[src/hw/rtl/pcss_pkg.sv]
// pcss_pkg: shared types, codes and constants of the configuration-space scanner
// used by pcss_step and pci_config_space_scanner_core; no dependencies
`timescale 1ns / 1ps

package pcss_pkg;

	localparam int unsigned BUS_COUNT = 256;
	localparam int unsigned OBUF_DEPTH = 4;

	// result kinds
	localparam logic [1:0] KIND_REQ   = 2'd0;
	localparam logic [1:0] KIND_MATCH = 2'd1;
	localparam logic [1:0] KIND_FIN   = 2'd2;

	// scan phases
	localparam logic [1:0] PH_ID  = 2'd0;
	localparam logic [1:0] PH_HDR = 2'd1;
	localparam logic [1:0] PH_FID = 2'd2;
	localparam logic [1:0] PH_CLS = 2'd3;

	// input codes
	localparam logic FUNC_START = 1'b0;

	// configuration register indexes
	localparam logic [2:0] CFG_MATCH_BY_CLASS = 3'd0;
	localparam logic [2:0] CFG_TARGET_VENDOR  = 3'd1;
	localparam logic [2:0] CFG_TARGET_DEVICE  = 3'd2;
	localparam logic [2:0] CFG_TARGET_CLASS   = 3'd3;
	localparam logic [2:0] CFG_MAX_MATCHES    = 3'd4;

	// config space dword offsets
	localparam logic [7:0] REG_ID    = 8'h00;
	localparam logic [7:0] REG_CLASS = 8'h08;
	localparam logic [7:0] REG_HDR   = 8'h0C;

	localparam logic [15:0] VENDOR_NONE = 16'hFFFF;
	localparam logic [4:0]  DEV_LAST    = 5'd31;
	localparam logic [2:0]  FN_LAST     = 3'd7;
	localparam int unsigned HDR_MF_BIT  = 23;

	typedef struct packed {
		logic        func;
		logic [31:0] read_data;
	} in_item_t;

	typedef struct packed {
		logic [1:0] kind;
		logic [7:0] bus_number;
		logic [4:0] device_number;
		logic [2:0] function_number;
		logic [7:0] register_offset;
		logic [7:0] match_count;
		logic       last;
	} out_item_t;

	typedef struct packed {
		logic        match_by_class;
		logic [15:0] target_vendor;
		logic [15:0] target_device;
		logic [23:0] target_class;
		logic [7:0]  max_matches;
	} cfg_t;

	typedef struct packed {
		logic [1:0] phase;
		logic       active;
		logic [7:0] bus;
		logic [4:0] dev;
		logic [2:0] fn;
		logic       multi_fn;
		logic [7:0] found;
	} scan_state_t;

endpackage

[src/hw/rtl/pcss_step.sv]
// pcss_step: next-state and result logic for one beat of the scanner
// depends on pcss_pkg
`timescale 1ns / 1ps

module pcss_step import pcss_pkg::*; (
	input  scan_state_t st,
	input  in_item_t    item,
	input  cfg_t        cfg,
	output scan_state_t st_next,
	output out_item_t   res0,
	output out_item_t   res1,
	output logic [1:0]  res_count
);

	logic      do_report;
	logic      do_next_fn;
	logic      do_next_dev;
	logic      do_finish;
	logic      has_match;
	logic      has_final;
	out_item_t match_res;
	out_item_t final_res;
	logic      bus_done;

	assign bus_done = ({1'b0, st.bus} + 9'd1) >= 9'(BUS_COUNT);

	function automatic out_item_t mk_res(input logic [1:0] kind, input logic [7:0] bus,
			input logic [4:0] dev, input logic [2:0] fn, input logic [7:0] offs,
			input logic [7:0] cnt, input logic last);
		out_item_t r;
		r.kind            = kind;
		r.bus_number      = bus;
		r.device_number   = dev;
		r.function_number = fn;
		r.register_offset = offs;
		r.match_count     = cnt;
		r.last            = last;
		return r;
	endfunction

	always_comb begin
		st_next     = st;
		do_report   = 1'b0;
		do_next_fn  = 1'b0;
		do_next_dev = 1'b0;
		do_finish   = 1'b0;
		has_match   = 1'b0;
		has_final   = 1'b0;
		match_res   = '0;
		final_res   = '0;

		if (item.func == FUNC_START) begin
			st_next.bus      = '0;
			st_next.dev      = '0;
			st_next.fn       = '0;
			st_next.multi_fn = 1'b0;
			st_next.found    = '0;
			st_next.phase    = PH_ID;
			st_next.active   = 1'b1;
			if (cfg.max_matches == 8'd0) begin
				do_finish = 1'b1;
			end else begin
				has_final = 1'b1;
				final_res = mk_res(KIND_REQ, st_next.bus, st_next.dev, 3'd0, REG_ID,
					st_next.found, 1'b1);
			end
		end else if (st.active) begin
			unique case (st.phase)
				PH_ID: begin
					if (item.read_data[15:0] == VENDOR_NONE) begin
						do_next_dev = 1'b1;
					end else begin
						st_next.phase = PH_HDR;
						has_final = 1'b1;
						final_res = mk_res(KIND_REQ, st.bus, st.dev, 3'd0, REG_HDR,
							st.found, 1'b1);
					end
				end
				PH_HDR: begin
					st_next.multi_fn = item.read_data[HDR_MF_BIT];
					st_next.fn       = '0;
					st_next.phase    = PH_FID;
					has_final = 1'b1;
					final_res = mk_res(KIND_REQ, st.bus, st.dev, 3'd0, REG_ID,
						st.found, 1'b1);
				end
				PH_FID: begin
					if (cfg.match_by_class) begin
						if (item.read_data[15:0] == VENDOR_NONE) begin
							do_next_fn = 1'b1;
						end else begin
							st_next.phase = PH_CLS;
							has_final = 1'b1;
							final_res = mk_res(KIND_REQ, st.bus, st.dev, st.fn, REG_CLASS,
								st.found, 1'b1);
						end
					end else if (item.read_data[15:0] == cfg.target_vendor &&
							item.read_data[31:16] == cfg.target_device) begin
						do_report = 1'b1;
					end else begin
						do_next_fn = 1'b1;
					end
				end
				PH_CLS: begin
					if (item.read_data[31:8] == cfg.target_class) begin
						do_report = 1'b1;
					end else begin
						do_next_fn = 1'b1;
					end
				end
				default: begin
					do_next_fn = 1'b0;
				end
			endcase
		end

		if (do_report) begin
			st_next.found = st.found + 8'd1;
			has_match = 1'b1;
			match_res = mk_res(KIND_MATCH, st.bus, st.dev, st.fn, 8'd0, st_next.found, 1'b0);
			if (st_next.found >= cfg.max_matches) begin
				do_finish = 1'b1;
			end else begin
				do_next_fn = 1'b1;
			end
		end

		if (do_next_fn) begin
			if (st_next.multi_fn && st_next.fn != FN_LAST) begin
				st_next.fn    = st_next.fn + 3'd1;
				st_next.phase = PH_FID;
				has_final = 1'b1;
				final_res = mk_res(KIND_REQ, st_next.bus, st_next.dev, st_next.fn, REG_ID,
					st_next.found, 1'b1);
			end else begin
				do_next_dev = 1'b1;
			end
		end

		if (do_next_dev) begin
			if (st_next.dev == DEV_LAST && bus_done) begin
				do_finish = 1'b1;
			end else begin
				if (st_next.dev == DEV_LAST) begin
					st_next.bus = st_next.bus + 8'd1;
					st_next.dev = '0;
				end else begin
					st_next.dev = st_next.dev + 5'd1;
				end
				st_next.fn    = '0;
				st_next.phase = PH_ID;
				has_final = 1'b1;
				final_res = mk_res(KIND_REQ, st_next.bus, st_next.dev, 3'd0, REG_ID,
					st_next.found, 1'b1);
			end
		end

		if (do_finish) begin
			st_next.active = 1'b0;
			st_next.phase  = PH_ID;
			has_final = 1'b1;
			final_res = mk_res(KIND_FIN, 8'd0, 5'd0, 3'd0, 8'd0, st_next.found, 1'b1);
		end
	end

	assign res0      = has_match ? match_res : final_res;
	assign res1      = final_res;
	assign res_count = {1'b0, has_match} + {1'b0, has_final};

endmodule

[src/hw/rtl/pci_config_space_scanner_core.sv]
// pci_config_space_scanner_core: top level of the brute-force config-space scanner
// path: an accepted input beat is registered in stage 1; its results then go into the result buffer
// throughput: one input beat per cycle while each yields one result and out_ready stays high;
// a match adds one output beat; the output port moves one beat per cycle via a four-entry buffer
// reset: scan idle, position and count cleared, registers to defaults (max_matches 1)
// depends on pcss_pkg and pcss_step
`timescale 1ns / 1ps

module pci_config_space_scanner_core import pcss_pkg::*; (
	input  logic       clk,
	input  logic       arst_n,
	input  logic       in_valid,
	output logic       in_ready,
	input  in_item_t   in_data,
	output logic       out_valid,
	input  logic       out_ready,
	output out_item_t  out_data,
	input  logic       cfg_valid,
	output logic       cfg_ready,
	input  logic [2:0] cfg_index,
	input  logic [23:0] cfg_data
);

	localparam int unsigned PW = $clog2(OBUF_DEPTH);
	localparam int unsigned CW = $clog2(OBUF_DEPTH + 1);

	cfg_t        cfg_q;
	scan_state_t st_q;
	scan_state_t st_next;
	in_item_t    item_s1;
	logic        vld_s1;
	out_item_t   res0;
	out_item_t   res1;
	logic [1:0]  res_count;
	logic        adv;
	logic        pop;

	out_item_t   obuf_q [OBUF_DEPTH];
	logic [PW-1:0] head_q;
	logic [CW-1:0] count_q;
	logic [PW-1:0] wr_ptr;

	assign cfg_ready = 1'b1;

	always_ff @(posedge clk or negedge arst_n) begin
		if (!arst_n) begin
			cfg_q.match_by_class <= 1'b0;
			cfg_q.target_vendor  <= '0;
			cfg_q.target_device  <= '0;
			cfg_q.target_class   <= '0;
			cfg_q.max_matches    <= 8'd1;
		end else if (cfg_valid && cfg_ready) begin
			unique case (cfg_index)
				CFG_MATCH_BY_CLASS: cfg_q.match_by_class <= cfg_data[0];
				CFG_TARGET_VENDOR:  cfg_q.target_vendor  <= cfg_data[15:0];
				CFG_TARGET_DEVICE:  cfg_q.target_device  <= cfg_data[15:0];
				CFG_TARGET_CLASS:   cfg_q.target_class   <= cfg_data;
				CFG_MAX_MATCHES:    cfg_q.max_matches    <= cfg_data[7:0];
				default:            cfg_q.max_matches    <= cfg_q.max_matches;
			endcase
		end
	end

	// stage 1 holds the accepted beat until the buffer has room for two results
	assign adv      = vld_s1 && (count_q <= CW'(OBUF_DEPTH - 2));
	assign in_ready = !vld_s1 || adv;
	assign pop      = out_valid && out_ready;

	always_ff @(posedge clk or negedge arst_n) begin
		if (!arst_n) begin
			vld_s1 <= 1'b0;
		end else if (in_ready) begin
			vld_s1 <= in_valid;
		end
	end

	always_ff @(posedge clk) begin
		if (in_ready && in_valid) begin
			item_s1 <= in_data;
		end
	end

	pcss_step u_step (
		.st        (st_q),
		.item      (item_s1),
		.cfg       (cfg_q),
		.st_next   (st_next),
		.res0      (res0),
		.res1      (res1),
		.res_count (res_count)
	);

	always_ff @(posedge clk or negedge arst_n) begin
		if (!arst_n) begin
			st_q <= '0;
		end else if (adv) begin
			st_q <= st_next;
		end
	end

	// result buffer
	assign wr_ptr = head_q + PW'(count_q);

	always_ff @(posedge clk) begin
		if (adv && res_count != 2'd0) begin
			obuf_q[wr_ptr] <= res0;
			if (res_count == 2'd2) begin
				obuf_q[wr_ptr + PW'(1)] <= res1;
			end
		end
	end

	always_ff @(posedge clk or negedge arst_n) begin
		if (!arst_n) begin
			head_q  <= '0;
			count_q <= '0;
		end else begin
			if (pop) begin
				head_q <= head_q + PW'(1);
			end
			count_q <= count_q + (adv ? CW'(res_count) : CW'(0)) - (pop ? CW'(1) : CW'(0));
		end
	end

	assign out_valid = count_q != '0;
	assign out_data  = obuf_q[head_q];

`ifndef SYNTH
	a_buf_bound: assert property (@(posedge clk) disable iff (!arst_n)
		count_q <= CW'(OBUF_DEPTH))
		else $error("result buffer overfilled");

	a_idle_phase: assert property (@(posedge clk) disable iff (!arst_n)
		!st_q.active |-> st_q.phase == PH_ID)
		else $error("idle scanner left in a busy phase");

	a_pair_order: assert property (@(posedge clk) disable iff (!arst_n)
		adv && res_count == 2'd2 |-> res0.kind == KIND_MATCH && !res0.last && res1.last)
		else $error("two-result beat not a match followed by its closing result");

	a_stall_hold: assert property (@(posedge clk) disable iff (!arst_n)
		vld_s1 && !adv |=> vld_s1 && $stable(item_s1))
		else $error("stalled stage 1 beat lost");
`endif

endmodule
[config.mk]
export PLATFORM = sky130hd
export DESIGN_NAME = pci_config_space_scanner_core
export DESIGN_NICKNAME = d
export VERILOG_FILES = /design/src/hw/rtl/pcss_pkg.sv /design/src/hw/rtl/pcss_step.sv /design/src/hw/rtl/pci_config_space_scanner_core.sv
export SDC_FILE = /design/constraint.sdc
export NUM_CORES = 1
export LEC_CHECK = 0
export BUFFER_PORTS_ARGS = -buffer_cell sky130_fd_sc_hd__buf_4
export CAP_MARGIN = 20
export CORE_ASPECT_RATIO = 2
export CORE_MARGIN = 3
export CORE_UTILIZATION = 30
export DETAILED_ROUTE_END_ITERATION = 7
export SKIP_LAST_GASP = 1
export SYNTH_ARGS = -nofsm -noshare
export SYNTH_HDL_FRONTEND = slang
export SYNTH_SLANG_ARGS = --single-unit
[constraint.sdc]
create_clock -name clk -period 9.5 [get_ports clk]
set_input_delay 1.425 -clock clk [delete_from_list [all_inputs] [get_ports clk]]
set_output_delay 1.425 -clock clk [all_outputs]
set_load 0.005 [all_outputs]
### Word level (Yosys, flattened, before mapping)

Memory sizes are Yosys's and may differ from the RTL's.
Cells that the tools add are included.

| word-level totals | value |
|---|---|
| flip-flop bits (word level) | 132 |
| latch bits | 0 |
| memory bits (writable) | 140 |
| bits in read-only memories | 0 |
| input bits | 65 |
| output and inout bits | 38 |
| logic and storage cells | 149 |
| memories kept | 1 |

| cells by class | value |
|---|---|
| add/sub/neg operators | 11 |
| multipliers | 0 |
| divide/modulo/power cells | 0 |
| order comparisons | 3 |
| eq/ne operators | 15 |
| shifts and indexed selects | 0 |
| muxes and demuxes | 82 |
| bitwise operators | 0 |
| reduce and logical (&&, ||, !) cells | 20 |

Memories:

| memory | words | bits a word | read ports | clocked after Yosys merged registers in | write ports | RTL line | RTL |
|---|---|---|---|---|---|---|---|
| obuf_q | 4 | 35 | 1 | 0 | 2 | pci_config_space_scanner_core.sv:38 | `out_item_t obuf_q [OBUF_DEPTH];` |

Operator list:

| cell | count |
|---|---|
| 35-bit 2-to-1 mux | 9 |
| 35-bit case mux with 3 select lines | 1 |
| 33-bit 2-to-1 mux | 2 |
| 1-bit 2-to-1 mux | 42 |
| 34-bit 2-to-1 mux | 1 |
| 16-bit == test | 2 |
| 16-bit 2-to-1 mux | 2 |
| 24-bit == test | 1 |
| 8-bit 2-to-1 mux | 3 |
| 2-bit 2-to-1 mux | 10 |
| 8-bit by 1-bit adder with 8-bit output (second input constant) | 2 |
| 16-bit == test (second input constant) | 1 |
| 14-bit 2-to-1 mux | 1 |
| 4-bit 2-to-1 mux | 3 |
| 2-bit AND reduction | 6 |
| 8-bit by 1-bit adder with 9-bit output (second input constant) | 1 |
| 9-bit >= comparator (second input constant) | 1 |
| 3-bit 2-to-1 mux | 3 |
| 8-bit >= comparator | 1 |
| 8-bit logical NOT | 1 |
| 1-bit logical AND | 7 |
| 2-bit == test (second input constant) | 3 |
| 3-bit by 2-bit == test with 1-bit output (second input constant) | 2 |
| 2-bit case mux with 3 select lines | 1 |
| other kinds (23) | 25 |

### Depth between registers and ports, before layout

| logic depth | value |
|---|---|
| word-level depth | 18 |
| gate-level depth with buffers | 19 |
| gate-level depth less buffers | 17 |

### By module

From an unflattened synthesis, not the netlist that was laid out.

| unflattened totals | value |
|---|---|
| cells, all modules | 991 |
| area total of the unflattened synthesis | 14415.1 sq um |

Modules (own cells, without submodules):

| module | times used | cells each | area each (sq um) | seq. area each (sq um) |
|---|---|---|---|---|
| pci_config_space_scanner_core | 1 | 620 | 11888.9 | 7673.6 |
| pcss_step | 1 | 371 | 2526.2 | 0.0 |

### Least setup slack after synthesis

OpenSTA, ideal clock, no wires.

| timing | value |
|---|---|
| path type | register -> register |
| from | register item_s1[23] (netlist bit) |
| to | memory obuf_q[1][26] (netlist bit), data pin |
| library setup time | 268 ps |
| arrival | 4348 ps |
| data required time | 9232 ps |
| path slack | 4884 ps |
| stages on the path, launching flop included | 17 |
| buffers on the path | 3 |
| period minus slack after synthesis | 4616 ps |
| path through | edfxtp_1 -> xor2_1 -> nor4_1 -> and4_1 -> and4_1 -> o21ai_1 -> clkbuf_1 -> nand2_1 -> nor3_1 -> inv_1 -> ha_1 -> clkbuf_1 -> o21ai_1 -> inv_1 -> o21ai_1 -> clkbuf_1 -> o21ai_0 |

RTL lines:

| element | RTL line | RTL |
|---|---|---|
| from (decl) | pci_config_space_scanner_core.sv:30 | `in_item_t item_s1;` |
| from (signal assigned) | pci_config_space_scanner_core.sv:79 | `item_s1 <= in_data;` |
| to (decl) | pci_config_space_scanner_core.sv:38 |  |

==> results by group <==
Route
  • Via density: 5.232
  • DR iter-0 viols: 556
  • Metal3 WL: 1.358 mm
  • Routed len/inst: 20.63 microns
  • Antenna Nets Post-Route: 0
  • Highest Signal Layer: met4
  • Metal1 wirelength: 11.56 mm
  • WL final: 35.01 mm
  • Vias: 8,878
  • Detailed Routing Iterations Pass 1: 5
  • Routed length on met2: 20.32 mm
  • Residual DRC count: 0

Critical path
  • R2R Setup Slk: 4310 ps
  • FF-to-FF path depth: 15
  • Slowest stage delay, CP: 560 ps
  • Critical path capture point type: register
  • CP required: 9760 ps
  • CP delay by family, top: simple AND/OR/NAND/NOR gates
  • Slowest-stage cell, CP: nor3_1
  • CP dominant cell by count: nor2_1
  • CP Buf/Inv Count: 2
  • Critical Path Fanout Max: 17
  • Worst Path Class, Setup: register to register
  • CP Launch Type: register
  • FF-to-FF End: obuf_q[0][26]$_DFFE_PP_
  • Cell Chain, Critical Path: xor2_1, a211o_1, nor4_1, nand2_1, o32a_1, o211ai_1, nand2_1, nor3_1, ha_1, nor2_1, nand3_1, nor2_1, nor2_1, inv_1, buf_4
  • Arrival time of the worst setup path: 5450 ps
  • RR Startpoint: item_s1[6]$_DFFE_PP_

Floorplanning
  • Die Y-Extent: 294.2 microns
  • Initial Utilization: 30.40%
  • Core Region: 40,990 sq um
  • Placement Rows: 105
  • Num ports: 103
  • Die W: 150.1 microns
  • Die area: 44,170 sq um

Logic synthesis
  • Sequential area share after synthesis: 55.48%
  • Adder-Cell Fraction of Synth Area: 2.169%
  • Synthesized area per cell: 11.72 sq um
  • Simple-gate share of the synthesized area: 11.48%
  • Mux contribution to synthesized area: 10.96%
  • Synth Area in Compound Gates: 11.81%
  • Synth Area in XOR/XNOR: 4.639%
  • Largest family of logic cells by synthesized area: compound AO/OA/AOI/OAI gates
  • Synthesized area: 12,460 sq um
  • Async SR Flop Fraction: 39.92%
  • Ys flop type: edfxtp_1
  • Post-synthesis cell count: 1,063
  • YS warnings: 0
  • Post-synth EDFFs: 145
  • Number of synthesized register bits: 248
  • Post-synthesis cell type count: 72

Min path
  • HP Start: obuf_q[0][33]$_SDFFE_PP0P_
  • Hold Path Sink: obuf_q[0][33]$_SDFFE_PP0P_
  • Worst min path class: register to register
  • Worst hold path depth: 2

Layout
  • Most frequent cells in the layout: edfxtp_1 (145), buf_4 (116), nor2_1 (99)
  • Layout area overhead: 16.75%
  • Commonest non-fill, non-tap cell in the layout: edfxtp_1
  • Post-layout nets: 1,231
  • Share of layout cells above drive strength 1: 21.10%

Global routing
  • GRT Resource Usage Total: 15.72%
  • First-pass GRT wire length: 53.25 mm
  • Number of global-route vias before repair: 9,079
  • Pin count of the biggest net entering global routing: 76
  • Initial antenna violation count: 1
  • Total grt overflow: 0

Clocking
  • Htree depth: 1
  • CTS buffer count: 23
  • CTS tree: done
  • Clk Latency, worst-skew pair: 540 ps
  • Root Driver: clkbuf_16
  • Max Root-Sink Buffers: 3
  • Reg clk slew, reported paths: 60 ps
  • Post-CTS setup buffers: 0
  • Clk sink count: 248
  • Resized Gates After CTS: 0
  • CTS hold repair buffers: 0

Power and ir drop
  • Combinational share of power: 33.7%
  • Net switching power: 0.001341 W
  • Worst ir drop on vdd: 187.4 uV
  • Clock Power Share: 24.4%
  • Pint: 0.002588 W
  • Pleak: 5.392 nW
  • Power Dens Cells: 270.1 nW/um^2
  • Sequential share of power: 41.9%
  • Net Sw Frac: 34.13%

STA
  • Max Fclk: 192.6 MHz
  • Final hold violation count: 0
  • Fin. max-slew vios: 0
  • RSZ-0062 raised after global routing: false
  • Final min period: 5193 ps
  • Slew HR: 29.85%
  • Minimum hold slack: 479.5 ps
  • Finish-stage setup viols: 0
  • Slew @ Worst Pin: 1052 ps
  • Setup_tns: 0 ps
  • Fin crit share: 54.66%
  • Final Skew: 30.41 ps

Placement
  • Placer Congestion: 0.9439
  • Dpl hpwl: 26.71 mm
  • Number of port buffers: 95

Run
  • MaxCap Viol Count: 0

Run status
  • Status: finished, final reports clean
[sequential cells by signal (all words and copies together), names as in the netlist]
name	flops
vld_s1	1
item_s1	33
cfg_q	65
obuf_q	116
count_q	3
head_q	2
st_q	28
[cell families after synthesis]
family / after synthesis
buf+inv: 104
other cells: 2
mux: 93
xor+xnor: 66
fa+ha+maj: 21
flops: 248
simple gates: 305
compound gates: 224
[power by group through the flow]
stage	registers [W]	clock network, W	logic [W]
2_1_floorplan	0.00161	0	0.000839
3_3_place_gp	0.00166	0	0.00133
3_5_place_dp	0.00167	0	0.00135
4_1_cts	0.00165	0.000983	0.00135
5_1_grt	0.00167	0.00103	0.00145
6_report	0.00164	0.000959	0.00133
[how the worst max path moves through the flow]
stage,from,endpoint,slack (ps),depth (start not counted)
after detailed placement,item_s1[14]$_DFFE_PP_,obuf_q[3][18]$_DFFE_PP_,4360,13
after global routing,item_s1[20]$_DFFE_PP_,obuf_q[0][31]$_DFFE_PP_,3820,15
final,item_s1[6]$_DFFE_PP_,obuf_q[0][26]$_DFFE_PP_,4310,15
after global placement,item_s1[12]$_DFFE_PP_,obuf_q[1][18]$_DFFE_PP_,4270,14
after floorplan,item_s1[23]$_DFFE_PP_,obuf_q[1][26]$_DFFE_PP_,4880,16
after CTS,item_s1[28]$_DFFE_PP_,obuf_q[0][31]$_DFFE_PP_,4340,15
[area by class of cell]
cell class | count | area (sq um)
Timing Repair Buffer | 117 | 898.4
Clock buffer | 24 | 579.3
Clock inverter | 17 | 191.4
Antenna cell | 1 | 2.502
Tap cell | 535 | 669.4
Multi-Input combinational cell | 716 | 5146
Sequential cell | 248 | 6914
Inverter | 39 | 146.4
Fill cell | 4056 | 26440
[through the flow]
step | worst slack [ps] | instances | utilization, % | power, W | cell area, sq um
after global routing | 3824 | 1697 | 35.49 | 0.004155 | 14550
after floorplan | 4884 | 1068 | - | 0.002445 | 12480
final | 4307 | 1697 | 35.49 | 0.003929 | 14550
after detailed placement | 4359 | 1654 | 33.54 | 0.003020 | 13750
after global placement | 4270 | 1653 | 33.52 | 0.002986 | 13740
after CTS | 4335 | 1695 | 35.42 | 0.003985 | 14520
[worst reg2reg max path: cells and delay by family (launching register included)]
| family | cells | cell delay (ps) |
|---|---|---|
| AO/OA/AOI/OAI | 3 | 870 |
| adder cells (fa/ha/maj) | 1 | 330 |
| flip-flops | 1 | 400 |
| buffers and inverters | 2 | 760 |
| AND/OR/NAND/NOR | 8 | 2390 |
| XOR/XNOR | 1 | 160 |
[metal layers]
metal	global-route usage [%]	vias up
met1	15.23	4375
met2	31.87	319
li1	-	4097
met4	7.665	0
met5	0	-
met3	1.556	87
[synth_stat cells (7+ instances only)]
cell | count | share of area (%)
edfxtp_1 | 145 | 35
nor2_1 | 99 | 3.0
dfrtp_1 | 98 | 20
nand2_1 | 85 | 2.6
o21ai_0 | 80 | 3.2
mux2_2 | 58 | 5.2
clkbuf_1 | 44 | 1.3
xor2_1 | 40 | 2.8
inv_1 | 39 | 1.2
a21oi_1 | 29 | 1.2
mux4_2 | 29 | 5.2
o22ai_1 | 28 | 1.4
xnor2_1 | 26 | 1.8
nor3_1 | 22 | 0.88
ha_1 | 20 | 2.0
nor4_1 | 17 | 0.85
nand3_1 | 15 | 0.60
and2_1 | 14 | 0.70
nand4_1 | 14 | 0.70
a22o_1 | 13 | 0.91
and3_1 | 11 | 0.55
a22oi_1 | 10 | 0.60
a21o_1 | 9 | 0.54
a32o_1 | 8 | 0.64
buf_1 | 8 | 0.24
buf_4 | 7 | 0.42
No activity file was read; power rests on OpenSTA's default activity.
